==> src/hdl/brb_pkg.sv <==
// ----------------------------------------------------------------------------
// brb_pkg
// Shared types and constants for the byte ring buffer: item layouts, the
// operation codes and the memory control group.
// ----------------------------------------------------------------------------
package brb_pkg;

    localparam int DEPTH_DEF = 1024;

    localparam int MODE_W   = 3;
    localparam int BYTE_W   = 8;
    localparam int COUNT_W  = 11;

    localparam logic [BYTE_W-1:0] NULL_BYTE = '0;

    typedef enum logic [MODE_W-1:0] {
        MODE_STORE       = 3'd0,
        MODE_CONSUME     = 3'd1,
        MODE_CONSUME_ALL = 3'd2,
        MODE_REMOVE_NEW  = 3'd3,
        MODE_PEEK        = 3'd4
    } t_mode;

    typedef struct packed {
        logic [MODE_W-1:0]  mode;
        logic [BYTE_W-1:0]  data_byte;
        logic               chunk_last;
        logic               null_terminate;
        logic [COUNT_W-1:0] count;
    } t_in_item;

    typedef struct packed {
        logic [COUNT_W-1:0] amount;
        logic               ok;
        logic [BYTE_W-1:0]  peek_byte;
        logic [COUNT_W-1:0] fill_level;
        logic               is_empty;
    } t_out_item;

    // Result fields known at acceptance; the peek byte follows from memory.
    typedef struct packed {
        logic [COUNT_W-1:0] amount;
        logic               ok;
        logic               peek_ok;
        logic [COUNT_W-1:0] fill_level;
        logic               is_empty;
    } t_res_info;

    typedef struct packed {
        logic we;
        logic re;
    } t_mem_ctl;

endpackage

==> src/hdl/brb_ctrl.sv <==
// ----------------------------------------------------------------------------
// brb_ctrl
// Pointer and fill keeping: decodes one item, drives the memory access and
// works out the result fields.
// ----------------------------------------------------------------------------
module brb_ctrl #(
    parameter int DEPTH = brb_pkg::DEPTH_DEF,
    parameter int PW    = $clog2(DEPTH)
) (
    input  logic                       i_clk,
    input  logic                       i_rst_n,
    input  logic                       i_take,
    input  brb_pkg::t_in_item          i_item,
    input  logic                       i_overwrite,
    output brb_pkg::t_mem_ctl          o_mem_ctl,
    output logic [PW-1:0]              o_mem_addr,
    output logic [brb_pkg::BYTE_W-1:0] o_mem_wdata,
    output brb_pkg::t_res_info         o_res
);

    localparam int FW = $clog2(DEPTH + 1);
    localparam int AW = PW + 1;
    localparam int XW = (FW > brb_pkg::COUNT_W) ? FW : brb_pkg::COUNT_W;

    logic [PW-1:0] r_wp, r_rp, n_wp, n_rp;
    logic [FW-1:0] r_fill, n_fill;

    logic [XW-1:0] cnt_x, fill_x;
    logic [FW-1:0] cnt_f, take_n;
    logic          full, fills, store_ok;

    function automatic logic [PW-1:0] wrap(input logic [AW-1:0] s);
        logic [AW-1:0] t;
        t = (s >= AW'(DEPTH)) ? s - AW'(DEPTH) : s;
        return t[PW-1:0];
    endfunction

    function automatic logic [brb_pkg::COUNT_W-1:0] to_out(input logic [FW-1:0] v);
        logic [XW-1:0] t;
        t = XW'(v);
        return t[brb_pkg::COUNT_W-1:0];
    endfunction

    always_comb begin
        cnt_x    = XW'(i_item.count);
        fill_x   = XW'(r_fill);
        cnt_f    = FW'(i_item.count);
        full     = (r_fill == FW'(DEPTH));
        fills    = !full && (r_fill == FW'(DEPTH - 1));
        store_ok = !full || i_overwrite;
        take_n   = (cnt_x > fill_x) ? r_fill : cnt_f;
    end

    always_comb begin
        n_wp         = r_wp;
        n_rp         = r_rp;
        n_fill       = r_fill;
        o_mem_ctl    = '0;
        o_mem_addr   = r_wp;
        o_mem_wdata  = i_item.data_byte;
        o_res.amount = '0;
        o_res.ok     = 1'b0;
        o_res.peek_ok = 1'b0;
        unique case (i_item.mode)
            brb_pkg::MODE_STORE: begin
                if (store_ok) begin
                    o_mem_ctl.we = i_take;
                    if (i_item.null_terminate &&
                        (i_item.chunk_last || (!i_overwrite && fills))) begin
                        o_mem_wdata = brb_pkg::NULL_BYTE;
                    end
                    n_wp = wrap(AW'(r_wp) + AW'(1));
                    if (full) begin
                        n_rp = n_wp;
                    end else begin
                        n_fill = r_fill + FW'(1);
                    end
                    o_res.amount = brb_pkg::COUNT_W'(1);
                    o_res.ok     = 1'b1;
                end
            end
            brb_pkg::MODE_CONSUME: begin
                n_rp         = wrap(AW'(r_rp) + AW'(take_n));
                n_fill       = r_fill - take_n;
                o_res.amount = to_out(take_n);
                o_res.ok     = 1'b1;
            end
            brb_pkg::MODE_CONSUME_ALL: begin
                n_rp         = r_wp;
                n_fill       = '0;
                o_res.amount = to_out(r_fill);
                o_res.ok     = 1'b1;
            end
            brb_pkg::MODE_REMOVE_NEW: begin
                if (i_item.count != '0 && cnt_x <= fill_x) begin
                    n_wp         = wrap(AW'(r_wp) + AW'(DEPTH) - AW'(cnt_f));
                    n_fill       = r_fill - cnt_f;
                    o_res.amount = i_item.count;
                    o_res.ok     = 1'b1;
                end
            end
            brb_pkg::MODE_PEEK: begin
                if (cnt_x < fill_x) begin
                    o_mem_ctl.re  = i_take;
                    o_mem_addr    = wrap(AW'(r_rp) + AW'(cnt_f));
                    o_res.amount  = to_out(r_fill - cnt_f);
                    o_res.ok      = 1'b1;
                    o_res.peek_ok = 1'b1;
                end
            end
            default: begin
            end
        endcase
        o_res.fill_level = to_out(n_fill);
        o_res.is_empty   = (n_fill == '0);
    end

    always_ff @(posedge i_clk) begin
        if (!i_rst_n) begin
            r_wp   <= '0;
            r_rp   <= '0;
            r_fill <= '0;
        end else if (i_take) begin
            r_wp   <= n_wp;
            r_rp   <= n_rp;
            r_fill <= n_fill;
        end
    end

    a_fill_range: assert property (@(posedge i_clk) disable iff (!i_rst_n)
        r_fill <= FW'(DEPTH))
        else $error("fill count beyond depth");

    a_ptr_fill: assert property (@(posedge i_clk) disable iff (!i_rst_n)
        ((r_fill == '0) || (r_fill == FW'(DEPTH))) == (r_wp == r_rp))
        else $error("pointers disagree with fill count");

    a_store_grows: assert property (@(posedge i_clk) disable iff (!i_rst_n)
        (i_take && i_item.mode == brb_pkg::MODE_STORE && !full)
        |=> (r_fill == $past(r_fill) + FW'(1)))
        else $error("store into non-full buffer did not grow fill");

    a_one_access: assert property (@(posedge i_clk) disable iff (!i_rst_n)
        !(o_mem_ctl.we && o_mem_ctl.re))
        else $error("read and write issued together");

endmodule

==> config.mk <==
export PLATFORM = sky130hd
export DESIGN_NAME = brb_ctrl
export DESIGN_NICKNAME = d
export VERILOG_FILES = /design/src/hdl/brb_pkg.sv /design/src/hdl/brb_ctrl.sv
export SDC_FILE = /design/constraint.sdc
export NUM_CORES = 1
export LEC_CHECK = 0
export BUFFER_PORTS_ARGS = -buffer_cell sky130_fd_sc_hd__buf_2
export CAP_MARGIN = 20
export CORE_MARGIN = 8
export CORE_UTILIZATION = 45
export DETAILED_ROUTE_END_ITERATION = 16
export GPL_TIMING_DRIVEN = 0
export MAX_ROUTING_LAYER = met4
export PLACE_DENSITY = 0.65
export SLEW_MARGIN = 20
export SYNTH_ARGS = -nofsm -noshare
export SYNTH_HDL_FRONTEND = slang
export SYNTH_SLANG_ARGS = --single-unit
==> constraint.sdc <==
create_clock -name i_clk -period 5.5 [get_ports i_clk]
set_clock_uncertainty 0.1 [all_clocks]
set_input_delay 0.275 -clock i_clk [delete_from_list [all_inputs] [get_ports i_clk]]
set_output_delay 0.275 -clock i_clk [all_outputs]
set_load 0.02 [all_outputs]
==> impl_metrics.env, run 1 <==
export IMPL_final_util=0.518
export IMPL_die_x_um=122
export IMPL_avgViaCountPerCell=6.31
export IMPL_synth_top_cell_by_area="ha_1"
export IMPL_ys_seq_area_frac=0.122
export IMPL_total_power_uw=975
export IMPL_drtAntennaViolNets=0
export IMPL_clk_path_buf_depth=2
export IMPL_synth_cell_types=82
export IMPL_postSynthCellCount=700
export IMPL_crit_fanout=19
export IMPL_gp_congestion=0.941
export IMPL_slew_headroom=0.372
export IMPL_drtPass1Iterations=6
export IMPL_ios=73
export IMPL_status="complete, no violations"
export IMPL_routed_wl_um=18800
export IMPL_synth_edf_count=0
export IMPL_cts_hold_buf=0
export IMPL_worstPathCellList="ha_1 > a21o_1 > a21oi_4 > a31oi_4 > or2_1 > buf_12 > o21ai_2 > ha_2 > inv_1 > fa_1 > a21o_1 > a21oi_1 > xnor2_1 > a221oi_2 > a21o_1 > a22oi_1 > nor2_1 > nor4bb_4 > o2111a_1 > buf_2"
export IMPL_cts_tree="built"
export IMPL_grt_use_total=0.256
export IMPL_synth_top_area_share=0.126
export IMPL_hold_viol=0
export IMPL_area_growth_pct=14.3
export IMPL_hold_ws_ps=312
export IMPL_fin_crit_ps=5250
export IMPL_synthTopCellsByCount="a21oi_1 (62), nor2_1 (61), o21ai_0 (60)"
export IMPL_antennaDiodeCount=0
export IMPL_tightest_slew_ps=940
export IMPL_async_reset_ff_frac=0
export IMPL_drive_above_1_share=0.159
export IMPL_synth_seq_cells=31
export IMPL_critPathCaptureType="output port"
export IMPL_grt_max_degree=20
export IMPL_hp_class="input pin to flop"
export IMPL_rsz0062_at_grt="no"
export IMPL_clk_latency_ps=290
export IMPL_startpoint_type="flop"
export IMPL_finalNetCount=860
export IMPL_clock_tree_root_cell="clkbuf_16"
export IMPL_power_density_mw_per_mm2=168
export IMPL_p_leak_uw=0.00267
export IMPL_core_mm2=0.0112
export IMPL_vias=5796
export IMPL_synth_main_ff_cell="dfxtp_1"
export IMPL_yosys_warnings=0
export IMPL_cp_common_cell="a21o_1"
export IMPL_remaining_drc_errors=0
export IMPL_first_global_vias=5393
export IMPL_synth_fp_nets=784
export IMPL_antenna_found_initial=0
export IMPL_syn_area_per_cell_um2=7.26
export IMPL_path_class="flop to output port"
export IMPL_wl_per_cell_um=20.5
export IMPL_cts_sinks=31
export IMPL_max_stage_delay_ps=480
export IMPL_dpl_hpwl_um=14900
export IMPL_tns_ps=0
export IMPL_clkTransAtPathRegs_ps=60
export IMPL_synth_most_common_cell="a21oi_1"
export IMPL_post_cts_buffers=0
export IMPL_peakVddDrop_mv=0.120
export IMPL_die_h_um=122
export IMPL_slowest_stage="dfxtp_2"
export IMPL_yosys_top_cells_area="ha_1 (13%), dfxtp_1 (12%), a21oi_1 (6.1%)"
export IMPL_drt_iter0_drc=705
export IMPL_worst_endpoint_required_ps=5120
export IMPL_slew_viol_final=0
export IMPL_post_route_period_util=0.954
export IMPL_numCtsBuffers=5
export IMPL_cap_violations=0
export IMPL_max_freq_mhz=191
export IMPL_fp_row_count=39
export IMPL_die_area_mm2=0.0150
export IMPL_critPathArrivalTime_ps=4870
export IMPL_synth_area_mm2=0.00508
export IMPL_io_buffers=70
export IMPL_grt_pass1_wl_um=29500
export IMPL_setup_violations=0
export IMPL_htree_levels=2
export IMPL_grt_overflow=0
export IMPL_start_util=0.453
==> final timing paths <==
check | cells after the start | from | to | slack, ps
min reg2reg | 1 | r_rp[0] | r_rp[0] | 440
max reg2reg | 21 | fill_x[0] | r_rp[9] | 600
min | 3 | i_rst_n | r_wp[8] | 310
max | 20 | fill_x[4] | o_res[0] | 250
==> metrics by stage <==
| step | cell area [µm²] | setup WS, ps | std cells |
|---|---|---|---|
| after floorplan | 5080 | 651 | 700 |
| after global placement | 5610 | -147 | 913 |
| after detailed placement | 5610 | -197 | 913 |
| after CTS | 5770 | 123 | 919 |
| after global routing | 5810 | 20.5 | 919 |
| final | 5810 | 251 | 919 |
==> state kept, by name, indices dropped and copies added (netlist names) <==
| name | count |
|---|---|
| fill_x | 11 |
| r_rp | 10 |
| r_wp | 10 |
==> logic make-up after synthesis <==
family          Yosys count  synth area share
compound gates          245             0.325
xor+xnor                 38            0.0655
fa+ha+maj                56             0.145
buf+inv                  83            0.0697
flops                    31             0.122
mux                      17            0.0364
simple gates            230             0.237
==> power breakdown <==
part / leakage (µW) / switching (µW) / internal (µW) / total, µW
sequential: 0.000254 / 16.0 / 234 / 250
combinational: 0.00235 / 267 / 168 / 435
clock: 0.0000727 / 113 / 177 / 290
==> layer usage <==
layer,global-route usage,vias up,routed length (µm)
li1,-,2746,-
met1,0.348,2736,8510
met2,0.382,275,8240
met3,0.0327,39,1550
met4,0.0853,0,531
met5,-,-,0
==> cell type report <==
type,instances,area (µm²)
fillers,1163,5410
multi-input cells,586,4150
flip-flops and latches,31,628
repair buffers,70,350
plain buffers,36,188
well taps,143,179
inverters,46,173
clock buffers,6,139
clock inverters,1,5.00
==> worst max-delay path, delay by kind of cell (launching register included) <==
| kind | cells | cell delay (ps) |
|---|---|---|
| simple gates | 3 | 700 |
| xor+xnor | 1 | 100 |
| buf+inv | 3 | 380 |
| flops | 1 | 480 |
| fa+ha+maj | 3 | 960 |
| compound gates | 10 | 1980 |
==> cell usage in the layout, fill, tap and decap left out, types with 5 or more instances in the layout <==
master,count
a21oi_1,59
buf_2,75
a21o_1,18
and3_1,9
o211a_1,8
fa_1,5
o221ai_1,5
nor3_1,14
nand4_1,6
a21boi_0,5
nor3b_1,9
inv_1,43
nor4_1,6
xnor2_1,21
a211oi_1,5
nand3_1,20
nor2b_1,24
o21ai_0,59
a22oi_1,6
o221a_2,6
xor2_1,17
clkbuf_16,5
mux2i_1,13
nand2_1,50
o211ai_1,12
clkbuf_1,24
a31oi_1,7
a221o_1,5
nor2_1,61
dfxtp_1,27
ha_1,50
==> what timing repair did <==
| action | 4_1_cts | 5_1_grt |
|---|---|---|
| pin swaps | 0 | 4 |
| gates resized for setup | 6 | 13 |
| setup endpoints to repair | 2 | 5 |
| endpoints found under the hold margin | 0 | 0 |
Note: power is estimated with default switching activity, not from simulation.
==> run 2: changes to the inputs <==
- PLACE_DENSITY: 0.65 -> 0.73
==> impl_metrics.env, run 2 (synthesis results as in run 1) <==
export IMPL_cp_common_cell="a21o_1"
export IMPL_crit_fanout=19
export IMPL_cts_hold_buf=0
export IMPL_peakVddDrop_mv=0.106
export IMPL_layout_common_cells="buf_2 (75), nor2_1 (61), o21ai_0 (59), a21oi_1 (59), ha_1 (51)"
export IMPL_clk_path_buf_depth=2
export IMPL_fin_crit_ps=5260
export IMPL_cts_tree="built"
export IMPL_max_stage_delay_ps=590
export IMPL_drive_above_1_share=0.153
export IMPL_ios=73
export IMPL_antenna_found_initial=0
export IMPL_grt_pass1_wl_um=27800
export IMPL_vias=5747
export IMPL_avgViaCountPerCell=6.25
export IMPL_status="complete, no violations"
export IMPL_wl_per_cell_um=19.5
export IMPL_largest_register_ffs=11
export IMPL_cap_violations=0
export IMPL_critPathTopFamily="compound AO/OA/AOI/OAI gates"
export IMPL_finalNetCount=860
export IMPL_rsz0062_at_grt="no"
export IMPL_grt_use_total=0.241
export IMPL_die_x_um=122
export IMPL_max_freq_mhz=190
export IMPL_layout_cells_non_filler=919
export IMPL_dpl_cell_area_mm2=0.00561
export IMPL_die_area_mm2=0.0150
export IMPL_fillers=1131
export IMPL_htree_levels=2
export IMPL_routed_wl_um=17900
export IMPL_worstPathCellList="ha_1 > o211ai_1 > a21o_1 > a31oi_4 > or2_1 > buf_12 > o21ai_1 > ha_1 > inv_1 > fa_1 > a21o_1 > a21oi_1 > xnor2_1 > a221oi_2 > a21o_1 > a22oi_1 > nor2_1 > nor4bb_4 > o2111a_1 > buf_2"
export IMPL_critPathArrivalTime_ps=4880
export IMPL_post_route_period_util=0.956
export IMPL_path_class="flop to output port"
export IMPL_setup_violations=0
export IMPL_multi_input_area_mm2=0.00415
export IMPL_startpoint_type="flop"
export IMPL_core_mm2=0.0112
export IMPL_drtPass1Iterations=6
export IMPL_clkTransAtPathRegs_ps=60
export IMPL_clk_latency_ps=280
export IMPL_final_seq_area_um2=624
export IMPL_final_util=0.517
export IMPL_worst_endpoint_required_ps=5120
export IMPL_hp_class="input pin to flop"
export IMPL_slowest_stage="dfxtp_1"
export IMPL_start_util=0.453
export IMPL_io_buffers=70
export IMPL_cts_sinks=31
export IMPL_drtAntennaViolNets=0
export IMPL_drt_iter0_drc=652
export IMPL_area_growth_pct=14.2
export IMPL_slew_viol_final=0
export IMPL_stdcell_area_mm2=0.00581
export IMPL_total_power_uw=971
export IMPL_gp_congestion=0.956
export IMPL_mostFrequentLayoutCell="buf_2"
export IMPL_critPathCaptureType="output port"
export IMPL_tightest_slew_ps=834
export IMPL_numCtsBuffers=5
export IMPL_die_h_um=122
export IMPL_power_density_mw_per_mm2=167
export IMPL_placed_cells=913
export IMPL_remaining_drc_errors=0
export IMPL_hold_viol=0
export IMPL_antennaDiodeCount=0
export IMPL_slew_headroom=0.443
export IMPL_fp_row_count=39
export IMPL_grt_max_degree=20
export IMPL_grt_overflow=0
export IMPL_clock_tree_root_cell="clkbuf_16"
export IMPL_p_leak_uw=0.00267
export IMPL_post_cts_buffers=0
export IMPL_first_global_vias=5218
export IMPL_crit_buf_inv=3
export IMPL_dpl_hpwl_um=14100
run 2: cell counts in the layout (fill, tap and decap cells not counted):
No cell type changed its count.
run 2: final timing paths:
check | start | end | slack [ps] | cells after the start
worst max-delay path | fill_x[6] | o_res[0] | 240 | 20
worst min-delay path | i_rst_n | r_wp[8] | 310 | 3
worst max register to register | fill_x[6] | r_rp[9] | 640 | 19
worst min register to register | r_rp[0] | r_rp[0] | 440 | 1
run 2: timing repair:
item	CTS	global route
resized for setup	8	6
setup endpoints to repair	2	1
pin swaps	0	1
run 2: worst min-delay path: stages:
cell and delay (ps):
buf_1 190, nand2_1 110, o21ai_0 60
run 2: final cells by class:
| cell class | instances | share of cell area |
|---|---|---|
| clock buffer | 6 | 0.0239 |
| timing repair buffer | 70 | 0.0603 |
| inverter | 46 | 0.0297 |
| clock inverter | 1 | 0.000862 |
| sequential | 31 | 0.108 |
| multi-input combinational | 586 | 0.714 |
| buffer | 36 | 0.0323 |
| tap | 143 | 0.0308 |
run 2: metrics by stage:
stage	hold slack, ps	setup TNS (ps)	worst slack, ps
floorplan	403	0	651
global placement	425	-175	-175
detailed placement	430	-162	-162
CTS	303	0	158
global route	338	0	24.3
finish	309	0	242
run 2: power by group:
part	switching, µW	internal [µW]
Clock	113	177
Combinational	263	168
Sequential	15.5	234
Total	391	579
run 2: metal layers:
metal	global-route usage	vias up	wire, µm
li1	-	2742	-
met1	0.328	2655	8050
met2	0.359	307	7910
met3	0.0313	43	1480
met4	0.0830	0	483
met5	-	-	0
==> run 3: changes to the inputs <==
- clock period: 5.5 -> 5.1 ns (I/O delays scaled with it)
==> impl_metrics.env, run 3 (synthesis results as in run 1) <==
export IMPL_die_area_mm2=0.0150
export IMPL_io_buffers=70
export IMPL_clock_tree_root_cell="clkbuf_16"
export IMPL_reg2reg_to="r_rp[9]"
export IMPL_drtAntennaViolNets=0
export IMPL_regToRegSetupSlack_ps=430
export IMPL_clkTransAtPathRegs_ps=60
export IMPL_routed_wl_um=18400
export IMPL_numCtsBuffers=5
export IMPL_critPathArrivalTime_ps=4660
export IMPL_cts_tree="built"
export IMPL_post_route_period_util=0.983
export IMPL_layout_common_cells="buf_2 (73), nor2_1 (61), o21ai_0 (59), a21oi_1 (55), nand2_1 (49)"
export IMPL_hold_path_startpoint="i_rst_n"
export IMPL_fillers=1104
export IMPL_dpl_hpwl_um=14100
export IMPL_remaining_drc_errors=0
export IMPL_vias=5873
export IMPL_avgViaCountPerCell=6.31
export IMPL_status="complete, no violations"
export IMPL_die_h_um=122
export IMPL_grt_overflow=0
export IMPL_hold_viol=0
export IMPL_p_leak_uw=0.00275
export IMPL_antennaDiodeCount=0
export IMPL_clk_path_buf_depth=2
export IMPL_worst_endpoint_required_ps=4740
export IMPL_worst_slack_ps=85.1
export IMPL_stdcell_area_mm2=0.00606
export IMPL_area_growth_pct=19.2
export IMPL_finalNetCount=872
export IMPL_grt_pass1_wl_um=27900
export IMPL_top_layer_used="met4"
export IMPL_crit_fanout=10
export IMPL_reg2reg_depth=20
export IMPL_cp_common_cell="a21o_1"
export IMPL_start_util=0.453
export IMPL_fp_row_count=39
export IMPL_grt_max_degree=11
export IMPL_core_mm2=0.0112
export IMPL_hold_ws_ps=281
export IMPL_antenna_found_initial=0
export IMPL_dpl_worst_slack_ps=-542
export IMPL_hp_class="input pin to flop"
export IMPL_cts_sinks=31
export IMPL_drive_above_1_share=0.198
export IMPL_tightest_slew_ps=823
export IMPL_worstPathCellList="ha_1 > nand3_2 > a21o_1 > a31oi_4 > or2_1 > buf_6 > buf_12 > nand2_2 > o21ai_4 > ha_2 > inv_1 > fa_2 > a21o_1 > a21oi_2 > xnor2_1 > a221oi_2 > a21o_1 > a22oi_2 > nor2_1 > nor4bb_4 > o2111a_1 > buf_6"
export IMPL_clk_latency_ps=280
export IMPL_max_stage_delay_ps=420
export IMPL_drt_iter0_drc=710
export IMPL_met2_length_um=8250
export IMPL_dpl_cell_area_mm2=0.00561
export IMPL_cts_hold_buf=0
export IMPL_slew_headroom=0.450
export IMPL_htree_levels=2
export IMPL_worstReg2RegStart="fill_x[3]"
export IMPL_path_class="flop to output port"
export IMPL_grt_use_total=0.242
export IMPL_critPathCaptureType="output port"
export IMPL_largest_register_ffs=11
export IMPL_wl_met1_um=8120
export IMPL_peakVddDrop_mv=0.117
export IMPL_power_density_mw_per_mm2=178
export IMPL_min_to="r_wp[8]"
export IMPL_met3_length_um=1490
export IMPL_fin_crit_ps=5010
export IMPL_wl_per_cell_um=19.8
export IMPL_gp_congestion=0.956
export IMPL_max_freq_mhz=199
export IMPL_die_x_um=122
export IMPL_mostFrequentLayoutCell="buf_2"
export IMPL_holdPathStages=3
export IMPL_slowest_stage="fa_2"
export IMPL_setup_violations=0
export IMPL_startpoint_type="flop"
export IMPL_ios=73
export IMPL_drtPass1Iterations=6
export IMPL_slew_viol_final=0
export IMPL_cap_violations=0
export IMPL_first_global_vias=5267
run 3: changes by cell type in the layout (fill, tap and decap cells not counted), sizes merged:
| cell | change |
|---|---|
| clkbuf | -2 |
| clkinvlp | +1 |
| buf | +14 |
| inv | -1 |
run 3: where the power goes:
group / switching, µW / leakage, µW / internal (µW) / total [µW]
Combinational: 299 / 0.00242 / 201 / 501
Sequential: 15.7 / 0.000256 / 252 / 267
Clock: 121 / 0.0000727 / 191 / 312
run 3: worst max-delay path, delay by kind of cell, from the launching register on:
kind                     cells  cell delay (ps)
buffers and inverters        4              430
adder cells (fa/ha/maj)      3             1020
XOR/XNOR                     1               90
flip-flops                   1              390
AND/OR/NAND/NOR              5              770
AO/OA/AOI/OAI                9             1670
run 3: how the worst max path moves through the flow:
| stage | startpoint | to | slack (ps) | cells after the start |
|---|---|---|---|---|
| 3_5_place_dp | fill_x[8] | o_res[0] | -540 | 22 |
| 3_3_place_gp | fill_x[8] | o_res[0] | -560 | 22 |
| 4_1_cts | fill_x[0] | o_res[0] | 10 | 24 |
| 2_1_floorplan | fill_x[8] | o_res[0] | 270 | 21 |
| 6_report | fill_x[3] | o_res[0] | 90 | 22 |
| 5_1_grt | fill_x[0] | o_res[0] | -50 | 24 |
run 3: through the flow:
step	TNS (ps)	util	power [µW]	std cells
6_report	0	0.540	1080	931
5_1_grt	-53.2	0.540	1130	931
4_1_cts	0	0.520	1040	921
3_5_place_dp	-973	0.500	718	913
3_3_place_gp	-855	0.500	713	913
2_1_floorplan	0	-	593	700
run 3: area by class of cell:
class                           instances  area (µm²)  area share
Multi-Input combinational cell        586        4270       0.705
Sequential cell                        31         639       0.105
Timing Repair Buffer                   82         447      0.0737
Buffer                                 36         201      0.0332
Tap cell                              143         179      0.0295
Inverter                               46         176      0.0291
Clock buffer                            6         139      0.0229
Clock inverter                          1        5.00    0.000826
run 3: routing by layer:
layer / global-route usage / vias up
li1: - / 2768
met1: 0.330 / 2743
met2: 0.360 / 320
met3: 0.0294 / 42
met4: 0.0876 / 0
met5: - / -
run 3: timing repair:
item                                    CTS  global route
pin swaps                                 2            11
endpoints found under the setup margin    8             6
resized for setup                        23            31
setup buffers                             1            11
